## config.mk

```make
export PLATFORM = sky130hd
export DESIGN_NAME = dsm_ctrl
export DESIGN_NICKNAME = d
export VERILOG_FILES = /design/src/sv/dsm_pkg.sv /design/src/sv/dsm_ctrl.sv
export SDC_FILE = /design/constraint.sdc
export NUM_CORES = 1
export LEC_CHECK = 0
export ABC_AREA = 0
export ABC_CLOCK_PERIOD_IN_PS = 1400
export BUFFER_PORTS_ARGS = -buffer_cell sky130_fd_sc_hd__buf_4
export CORE_AREA = 8 8 45 47
export CTS_CLUSTER_SIZE = 25
export DETAILED_ROUTE_END_ITERATION = 16
export DIE_AREA = 0 0 53 55
export HOLD_SLACK_MARGIN = 0.1
export MAX_ROUTING_LAYER = met4
export PLACE_DENSITY = 0.42
export RECOVER_POWER = 25
export SYNTH_ARGS = -nofsm -noshare
export SYNTH_HDL_FRONTEND = slang
export SYNTH_SLANG_ARGS = --single-unit
```

## constraint.sdc

```tcl
create_clock -name clk -period 1.4 [get_ports clk]
set_input_delay 0.14 -clock clk [delete_from_list [all_inputs] [get_ports clk]]
set_output_delay 0.14 -clock clk [all_outputs]
set_load 0.03 [all_outputs]
```

## src/sv/dsm_pkg.sv

```systemverilog
package dsm_pkg;

	// field widths
	localparam int unsigned COORD_W = 24;
	localparam int unsigned MASS_W  = 16;
	localparam int unsigned MSD_W   = 40;
	localparam int unsigned SQ_W    = 49;   // square of a 25-bit difference
	localparam int unsigned SUM3_W  = 50;   // up to three squares
	localparam int unsigned S_W     = 38;   // sum after the Q.24 -> Q.12 shift
	localparam int unsigned W_W     = 54;   // s times mass
	localparam int unsigned SSUM_W  = 64;
	localparam int unsigned MSUM_W  = 32;
	localparam int unsigned FRAC_SH = 12;

	// group limit and counter width
	localparam int unsigned MAX_ATOMS = 4096;
	localparam int unsigned COUNT_W   = $clog2(MAX_ATOMS + 1);

	// divider
	localparam int unsigned DIV_STEPS = SSUM_W;
	localparam int unsigned DCNT_W    = $clog2(DIV_STEPS + 1);

	// register indexes
	localparam int unsigned CIDX_W = 2;
	localparam int unsigned CDAT_W = 3;
	localparam logic [CIDX_W-1:0] REG_MODE = 2'd0;
	localparam logic [CIDX_W-1:0] REG_EXCL = 2'd1;
	localparam logic [CIDX_W-1:0] REG_MW   = 2'd2;

	// displacement modes
	localparam logic [2:0] MODE_ALL = 3'd0;
	localparam logic [2:0] MODE_X   = 3'd1;
	localparam logic [2:0] MODE_Y   = 3'd2;
	localparam logic [2:0] MODE_Z   = 3'd3;
	localparam logic [2:0] MODE_LAT = 3'd4;

	// axis codes
	localparam logic [1:0] AXIS_X = 2'd0;
	localparam logic [1:0] AXIS_Y = 2'd1;
	localparam logic [1:0] AXIS_Z = 2'd2;

	typedef struct packed {
		logic [2:0] mode;
		logic [1:0] excl;
		logic       mw;
	} dsm_cfg_t;

	typedef struct packed {
		logic load_in;
		logic sq_en;
		logic wt_en;
		logic acc_en;
		logic div_start;
		logic out_load;
	} dsm_cmd_t;

	typedef struct packed {
		logic last_s3;
		logic div_busy;
		logic out_free;
	} dsm_stat_t;

	typedef enum logic [2:0] {
		ST_IDLE,
		ST_SQUARE,
		ST_WEIGHT,
		ST_ACCUM,
		ST_START,
		ST_DIVIDE,
		ST_DELIVER
	} dsm_state_t;

endpackage

```

## src/sv/dsm_ctrl.sv

```systemverilog
module dsm_ctrl import dsm_pkg::*; (
	input  logic      clk,
	input  logic      arst_n,
	input  logic      s_tvalid,
	output logic      s_tready,
	input  dsm_stat_t stat,
	output dsm_cmd_t  cmd
);

	dsm_state_t state_q;
	dsm_state_t state_nx;
	logic       accept;

	// an item may enter while the previous one accumulates, unless that one ends the group
	assign s_tready = (state_q == ST_IDLE) || (state_q == ST_ACCUM && !stat.last_s3);
	assign accept   = s_tvalid && s_tready;

	always_ff @(posedge clk or negedge arst_n) begin
		if (!arst_n) begin
			state_q <= ST_IDLE;
		end else begin
			state_q <= state_nx;
		end
	end

	// next state
	always_comb begin
		state_nx = state_q;
		unique case (state_q)
			ST_IDLE: begin
				if (accept) state_nx = ST_SQUARE;
			end
			ST_SQUARE: state_nx = ST_WEIGHT;
			ST_WEIGHT: state_nx = ST_ACCUM;
			ST_ACCUM: begin
				if (stat.last_s3) begin
					state_nx = ST_START;
				end else if (accept) begin
					state_nx = ST_SQUARE;
				end else begin
					state_nx = ST_IDLE;
				end
			end
			ST_START: state_nx = ST_DIVIDE;
			ST_DIVIDE: begin
				if (!stat.div_busy) state_nx = ST_DELIVER;
			end
			ST_DELIVER: begin
				if (stat.out_free) state_nx = ST_IDLE;
			end
			default: state_nx = ST_IDLE;
		endcase
	end

	// datapath commands
	always_comb begin
		cmd = '0;
		cmd.load_in = accept;
		unique case (state_q)
			ST_SQUARE:  cmd.sq_en     = 1'b1;
			ST_WEIGHT:  cmd.wt_en     = 1'b1;
			ST_ACCUM:   cmd.acc_en    = 1'b1;
			ST_START:   cmd.div_start = 1'b1;
			ST_DELIVER: cmd.out_load  = stat.out_free;
			default: ;
		endcase
	end

endmodule

```

==> results.yml, run 1 <==
outcome:
  outcome: "finished clean"
timing:
  hold_viol: 0
  fmax_ghz: 0.732
  period_needed_ns: 1.37
  finalClockSkew_ns: 0.00189
  rsz0062_at_grt: "true"
  finalSetupViolCount: 0
  period_share_pct: 97.6
  max_slew_margin_pct: 89.0
  setup_ws_ns: 0.0339
  worst-slew-pin-transition_ns: 0.164
  slew_viol_final: 0
clocking:
  insertion_delay_ns: 0.23
  htreeDepth: 1
  cts_sinks: 3
  cts_max_path_buffers: 2
  clkTransAtPathRegs_ns: 0.04
  numCtsBuffers: 3
  tritoncts: "done"
  clock-root-buffer: "clkbuf_4"
power_and_ir_drop:
  power_leakage_uw: 0.000203
  power_frac_comb_pct: 67.0
  netSwitchingFraction_pct: 44.5
  intPower_uw: 595
  peakVddDrop_mv: 0.678
  p_seq_share_pct: 18.8
  p_per_area_nw_per_um2: 2480
  p_clk_share_pct: 14.2
  p_sw_uw: 478
detailed_routing:
  dr_total_vias: 278
  antenna_left: 0
  routedWlPerCell_microns: 10.3
  vias_per_cell: 4.21
  drt-initial-drc-count: 2
  drt_wl_total_microns: 679
  drtPass1Iterations: 4
  drc_errors: 0
floorplan:
  pin_count: 13
  die_h_microns: 55
  design.core.area_sq_um: 1380
  die_w_microns: 53
  die_area_sq_um: 2920
  fp-row-count: 14
  initial_core_util_pct: 19.2
finish:
  n_antenna_cell: 0
  utilization_pct: 31.2
  finalNetCount: 57
  regMostFlops: "state_q"
  drive_gt1_share_pct: 54.0
  largest_reg_flops: 3
  area_growth_pct: 62.7
  largest_registers: "state_q x3"
logic_synthesis:
  synth_area_per_cell_sq_um: 8.56
  yosys.area.top_type: "dfrtp_1"
  synth.area.top_cells: "dfrtp_1 28%, buf_6 8.5%, o21ai_0 5.7%, nor2_1 5.7%, nor3b_1 5.7%"
  yosysWarnings: 0
  synthesis.area_sq_um: 265
  yosysUniqueCellTypes: 21
  syn-num-nets: 37
  yosysTopAreaCellShare_pct: 28.3
  synthCells: 31
  ys_seq_area_share_pct: 28.3
  ys_seq_elements: 3
global_routing:
  grtUsageTotal_pct: 5.47
  grt_pass1_vias: 302
  grt_max_degree: 9
  grt_pass1_wl_microns: 1100
  overflow: 0
  antenna_found_initial: 0
flow_run:
  drv.max_cap_violation_count: 0
hold_path:
  hold_class: "in2reg"
setup_path:
  crit_type: "reg2out"
  path_cells: "and2b_1 > a21oi_2 > nor3b_2 > buf_4"
  arrival_ns: 1.23
  crit_path_end_kind: "output pin"
  path_max_fanout: 8
  required_ns: 1.26
  start_kind: "flop"
  worst_path_max_delay_cell: "dfrtp_2"
  slowest_delay_ns: 0.44
placement:
  place_congestion: 0.667
  io_buffers: 12
  place_ws_ns: 0.140
## power groups by stage
stage	registers (uW)	clock network, uW	logic, uW
global route	211	170	772
global placement	237	0	571
detailed placement	246	0	571
floorplan	149	0	538
CTS	201	159	730
finish	202	152	718
## synthesized netlist by cell type
library cell,instances
and3b_1,1
nand2b_1,1
nand2_1,1
o31a_1,1
a21boi_0,1
and2b_1,1
inv_1,1
buf_6,2
nor3b_1,2
a21oi_2,1
a21oi_1,1
xnor2_1,1
or2b_1,1
a22o_1,1
o21ai_0,3
nor2_1,4
buf_4,1
dfrtp_1,3
nor2b_1,2
nor3b_2,1
buf_2,1
## kinds of logic (layout without fill, tap and decap cells)
kind of cell / Yosys count / after routing / share of synthesized area [%]
AO/OA/AOI/OAI: 8 / 8 / 20.3
flip-flops: 3 / 3 / 28.3
buffers and inverters: 5 / 24 / 14.6
AND/OR/NAND/NOR: 14 / 14 / 33.5
XOR/XNOR: 1 / 1 / 3.30
## area by class of cell
| cell class | instances | area (sq um) |
|---|---|---|
| clock buffers | 4 | 26.3 |
| fillers | 159 | 952 |
| inverters | 1 | 3.75 |
| multi-input cells | 23 | 161 |
| flip-flops and latches | 3 | 78.8 |
| well taps | 16 | 20.0 |
| repair buffers | 19 | 141 |
## final timing paths
check / from / endpoint / slack (ns) / depth (start not counted)
worst max-delay path: state_q[0] / cmd[5] / 0.03 / 4
worst min-delay path: stat[2] / state_q[2] / 0.15 / 2
worst max register to register: state_q[0] / state_q[2] / 0.27 / 3
worst min register to register: state_q[2] / state_q[2] / 0.59 / 1
max in group asynchronous: arst_n / state_q[1] / 0.99 / 2
min in group asynchronous: arst_n / state_q[0] / 0.24 / 2
## through the flow
step                      setup TNS (ns)  hold WS (ns)  cells  total power, uW  instance area, sq um
final                                  0         0.154     66             1070                   432
after global routing              -0.100         0.147     66             1150                   432
after CTS                              0         0.150     66             1090                   434
after detailed placement               0       -0.0692     56              817                   358
after global placement                 0       -0.0699     56              808                   358
after floorplan                        0        -0.156     31              688                   275
## critical path: cells and delay by family, from the launching register on
family,cells,cell delay [ns]
compound gates,1,0.15
buf+inv,1,0.16
flops,1,0.44
simple gates,2,0.24
## repair_timing
action	in CTS	in global routing
pin swaps	0	2
gates resized for setup	2	1
setup buffers	5	0
gates cloned	0	0
setup endpoints to repair	4	4
hold buffers	1	0
hold endpoints to repair	3	0
## cell usage in the layout (no fill, tap or decap)
master	Yosys	final
nor3b_2	1	3
xnor2_1	1	1
o21ai_0	3	3
a21oi_1	1	1
nor2b_1	2	2
inv_1	1	1
dfrtp_2	0	3
a21boi_0	1	1
or2b_1	1	1
and3b_1	1	1
o31a_1	1	1
nor2_1	4	4
nand2_1	1	1
a22o_1	1	1
clkbuf_4	0	3
a21oi_2	1	1
dlygate4sd3_1	0	1
nand2b_1	1	1
buf_4	1	17
clkbuf_1	0	2
and2b_1	1	1
## metal layers
metal / vias to the layer above / global-route usage [%] / part of all wire, %
met5: - / - / 0
met4: 0 / 6.47 / 2.5
met3: 2 / 1.87 / 3.8
met2: 9 / 8.40 / 51
met1: 126 / 4.89 / 42
li1: 141 / - / -
(Power assumes the default switching activity.)
==> run 2, diff against run 1 <==
--- a/config.mk
+++ b/config.mk
@@ -5,7 +5,7 @@
 export SDC_FILE = /design/constraint.sdc
 export NUM_CORES = 1
 export LEC_CHECK = 0
-export ABC_AREA = 0
+export ABC_AREA = 1
 export ABC_CLOCK_PERIOD_IN_PS = 1400
 export BUFFER_PORTS_ARGS = -buffer_cell sky130_fd_sc_hd__buf_4
 export CORE_AREA = 8 8 45 47
==> results.yml, run 2 <==
logic_synthesis:
  yosys-top-cells-count: "13 x nand2_1, 7 x inv_1, 4 x nor2_1"
  ys_seq_area_share_pct: 28.6
  ys_seq_elements: 3
  yosysUniqueCellTypes: 15
  yosysMostFrequentCell: "nand2_1"
  yosysTopAreaCellShare_pct: 28.6
  yosysWarnings: 0
  yosys.area.top_type: "dfrtp_1"
  synth.area.top_cells: "dfrtp_1 29%, nand2_1 19%, inv_1 10%, nand3_2 7.6%, nor2_2 7.1%"
  syn-num-nets: 49
  synthCells: 43
  ys_async_sr_fraction_pct: 100
  synth_area_per_cell_sq_um: 6.11
  synth_enable_flop_cells: 0
  ys.flop_type: "dfrtp_1"
  synthesis.area_sq_um: 263
clocking:
  cts_sinks: 3
  numCtsBuffers: 3
  clock-root-buffer: "clkbuf_4"
  insertion_delay_ns: 0.23
  htreeDepth: 1
  clkTransAtPathRegs_ns: 0.04
  cts_max_path_buffers: 2
  tritoncts: "done"
global_routing:
  grt_max_degree: 8
  antenna_found_initial: 0
  grtUsageTotal_pct: 6.03
  grt_pass1_wl_microns: 1290
  overflow: 0
  grt_pass1_vias: 354
power_and_ir_drop:
  peakVddDrop_mv: 0.944
  p_per_area_nw_per_um2: 2510
  p_total_uw: 1130
  power_leakage_uw: 0.000248
timing:
  period_needed_ns: 1.37
  hold_viol: 0
  slew_viol_final: 0
  max_slew_margin_pct: 89.8
  finalClockSkew_ns: 0.00314
  fmax_ghz: 0.728
  setup_ws_ns: 0.0263
  finalSetupViolCount: 0
  period_share_pct: 98.1
  worst-slew-pin-transition_ns: 0.153
  rsz0062_at_grt: "true"
finish:
  area_growth_pct: 71.4
  n_antenna_cell: 0
  mostFrequentLayoutCell: "buf_4"
  fin_cells: 79
  largest_reg_flops: 3
  regMostFlops: "state_q"
  finalNetCount: 70
  largest_registers: "state_q x3"
  drive_gt1_share_pct: 50.8
  layout_common_cells: "13 x buf_4, 12 x nand2_1, 5 x inv_1, 4 x nor2_2"
detailed_routing:
  antenna_left: 0
  vias_per_cell: 4.04
  drt-initial-drc-count: 1
  routedWlPerCell_microns: 9.71
  drc_errors: 0
  drt_wl_total_microns: 767
  drtPass1Iterations: 2
  dr_total_vias: 319
hold_path:
  hold_class: "in2reg"
placement:
  place_hpwl_microns: 590
  place_congestion: 0.717
  place_ws_ns: 0.186
  io_buffers: 12
  dp_cells: 70
floorplan:
  fp-row-count: 14
  initial_core_util_pct: 19.0
  die_w_microns: 53
  design.core.area_sq_um: 1380
  pin_count: 13
  die_area_sq_um: 2920
  die_h_microns: 55
setup_path:
  required_ns: 1.26
  path_max_fanout: 3
  crit_path_end_kind: "output pin"
  start_kind: "flop"
  arrival_ns: 1.23
  crit_type: "reg2out"
outcome:
  outcome: "finished clean"
flow_run:
  drv.max_cap_violation_count: 0
-- run 2: cell types whose count changed in the layout (fill, tap and decap cells not counted), sizes merged, moves of 3 or more --
cell   before  now
nand2       1   14
inv         1    8
nand3       0    5
nor2        4    7
nor3b       3    0
-- run 2: power by group --
part / leakage, uW / switching (uW) / internal (uW)
Clock: 0.0000150 / 40.8 / 107
Sequential: 0.0000364 / 63.5 / 134
Combinational: 0.000197 / 474 / 310
-- run 2: final timing paths --
kind                            slack (ns)        from         end  cells after the start
worst max register to register        0.14  state_q[0]  state_q[0]                      8
max in group asynchronous             0.99      arst_n  state_q[2]                      2
worst min register to register        0.63  state_q[2]  state_q[2]                      2
worst min-delay path                  0.14     stat[0]  state_q[1]                      2
min in group asynchronous             0.24      arst_n  state_q[1]                      2
worst max-delay path                  0.03  state_q[0]      cmd[0]                      5
-- run 2: metal layers --
layer / global-route usage (%) / vias up / share of wire, %
met5: - / - / 0
met4: 3.88 / 0 / 0
met3: 1.87 / 0 / 6.3
met2: 10.5 / 7 / 52
met1: 5.65 / 143 / 42
li1: - / 169 / -
-- run 2: area by class of cell --
cell class | instances | area, sq um
timing repair buffer | 17 | 134
tap | 16 | 20.0
clock buffer | 4 | 26.3
fill | 166 | 933
multi-input combinational | 30 | 160
inverter | 9 | 33.8
sequential | 3 | 76.3
-- run 2: per-stage QoR --
step                util [%]  cell area (sq um)  setup TNS, ns  hold WS (ns)
floorplan                  -                263              0        -0.156
global placement        26.4                365              0       -0.0677
detailed placement      26.4                365              0       -0.0696
CTS                     30.8                427              0         0.129
global route            32.5                450        -0.0209         0.132
finish                  32.5                450              0         0.137
-- run 2: kinds of logic (layout without fill, tap and decap cells) --
logic type	Yosys count	after routing	synth area share, %
AOI/OAI and AO/OA	3	3	6.19
and+or+nand+nor	27	27	49.5
DFF	3	3	28.6
buffers and inverters	10	30	15.7
-- run 2: critical path: stages (launching register included) --
cell	delay, ns
dfrtp_1	0.40
buf_4	0.16
inv_2	0.06
nand3_2	0.08
nor2_1	0.12
buf_4	0.17
-- run 2: repair_timing --
item                       CTS  global route
gates resized for setup      1             8
buffers inserted             3             1
setup endpoints to repair    1             4
hold buffers                 1             0
hold endpoints to repair     3             0
pin swaps                    1             4
==> run 3, diff against run 2 <==
--- a/config.mk
+++ b/config.mk
@@ -6,7 +6,7 @@
 export NUM_CORES = 1
 export LEC_CHECK = 0
 export ABC_AREA = 1
-export ABC_CLOCK_PERIOD_IN_PS = 1400
+export ABC_CLOCK_PERIOD_IN_PS = 1100
 export BUFFER_PORTS_ARGS = -buffer_cell sky130_fd_sc_hd__buf_4
 export CORE_AREA = 8 8 45 47
 export CTS_CLUSTER_SIZE = 25
@@ -14,7 +14,7 @@
 export DIE_AREA = 0 0 53 55
 export HOLD_SLACK_MARGIN = 0.1
 export MAX_ROUTING_LAYER = met4
-export PLACE_DENSITY = 0.42
+export PLACE_DENSITY = 0.43
 export RECOVER_POWER = 25
 export SYNTH_ARGS = -nofsm -noshare
 export SYNTH_HDL_FRONTEND = slang
==> constraint.sdc (replaced) <==
create_clock -name clk -period 1.1 [get_ports clk]
set_input_delay 0.11 -clock clk [delete_from_list [all_inputs] [get_ports clk]]
set_output_delay 0.11 -clock clk [all_outputs]
set_load 0.03 [all_outputs]
==> results.yml, run 3 (synthesis gave the netlist of run 2 again) <==
outcome:
  outcome: "finished with violations"
  violations: "negative setup slack"
timing:
  period_share_pct: 117
  worst-slew-pin-transition_ns: 0.168
  finalClockSkew_ns: 0.00174
  finalSetupViolCount: 10
  max_slew_margin_pct: 88.8
  fmax_ghz: 0.780
  hold_slack_ns: 0.206
  hold_viol: 0
  slew_viol_final: 0
  period_needed_ns: 1.28
  setup_ws_ns: -0.182
  rsz0062_at_grt: "true"
clocking:
  insertion_delay_ns: 0.23
  clkTransAtPathRegs_ns: 0.04
  numCtsBuffers: 3
  clock-root-buffer: "clkbuf_4"
  tritoncts: "done"
  cts_max_path_buffers: 2
  cts_sinks: 3
  htreeDepth: 1
power_and_ir_drop:
  power_leakage_uw: 0.000273
  p_per_area_nw_per_um2: 3240
  peakVddDrop_mv: 1.06
  p_total_uw: 1690
floorplan:
  die_area_sq_um: 2920
  initial_core_util_pct: 19.0
  pin_count: 13
  design.core.area_sq_um: 1380
  die_w_microns: 53
  fp-row-count: 14
  die_h_microns: 55
setup_path:
  arrival_ns: 1.17
  crit_type: "reg2out"
  start_kind: "flop"
  crit_path_end_kind: "output pin"
  path_max_fanout: 7
  required_ns: 0.99
hold_path:
  hold_class: "in2reg"
placement:
  place_congestion: 0.784
  place_ws_ns: -0.0128
  place_hpwl_microns: 626
  dp_cells: 73
  io_buffers: 12
finish:
  drive_gt1_share_pct: 56.7
  layout_common_cells: "11 x nand2_1, 11 x buf_4, 7 x buf_6, 6 x inv_1"
  fin_cells: 83
  finalNetCount: 74
  fillers: 164
  regMostFlops: "state_q"
  largest_registers: "state_q x3"
  area_growth_pct: 98.6
  n_antenna_cell: 0
  largest_reg_flops: 3
  utilization_pct: 37.7
detailed_routing:
  vias_per_cell: 4.00
  drt-initial-drc-count: 4
  drtPass1Iterations: 2
  antenna_left: 0
  routedWlPerCell_microns: 9.55
  drc_errors: 0
  drt_wl_total_microns: 793
  dr_total_vias: 332
global_routing:
  grt_max_degree: 8
  overflow: 0
  grt_pass1_wl_microns: 1260
  grtUsageTotal_pct: 5.91
  grt_pass1_vias: 348
  antenna_found_initial: 0
flow_run:
  drv.max_cap_violation_count: 0
run 3: metal layers:
metal | global-route usage (%) | share of wire, %
met5 | - | 0
met4 | 3.88 | 0
met3 | 1.87 | 7.7
met2 | 10.2 | 48
met1 | 5.62 | 44
run 3: worst paths after layout:
| path | from | cells after the start | to | slack, ns |
|---|---|---|---|---|
| max in group asynchronous | arst_n | 2 | state_q[1] | 0.72 |
| min in group asynchronous | arst_n | 2 | state_q[0] | 0.22 |
| worst min register to register | state_q[2] | 2 | state_q[2] | 0.64 |
| worst max register to register | state_q[1] | 8 | state_q[0] | -0.09 |
| worst max-delay path | state_q[2] | 4 | cmd[5] | -0.18 |
| worst min-delay path | stat[2] | 5 | state_q[2] | 0.21 |
run 3: through the flow:
step	TNS, ns	cell area [sq um]
6_report	-1.15	522
5_1_grt	-1.76	522
4_1_cts	-1.51	508
3_5_place_dp	-0.0128	395
3_3_place_gp	-0.0242	395
2_1_floorplan	-0.186	270
run 3: power by group:
part	total, uW	leakage [uW]	internal, uW	switching (uW)
clock network	192	0.0000150	136	55.8
registers	277	0.0000341	178	98.6
logic	1220	0.000224	556	664
total	1690	0.000273	870	818
run 3: layout make-up:
type	count	area (sq um)	area share (%)
timing repair buffer	21	185	35.5
multi-input combinational	30	175	33.6
sequential	3	78.8	15.1
inverter	9	36.3	6.95
clock buffer	4	26.3	5.04
tap	16	20.0	3.84
run 3: what timing repair did:
action / 4_1_cts / 5_1_grt
hold endpoints to repair: 4 / 0
endpoints found under the setup margin: 9 / 10
resized for setup: 12 / 6
buffers inserted: 4 / 0
pin swaps: 7 / 5
hold buffers: 2 / 0
run 3: worst max-delay path, stage by stage, from the launching register on:
cell and delay [ns]:
dfrtp_2 0.46, nor2_4 0.15, nand2_2 0.07, a21oi_2 0.13, buf_6 0.14
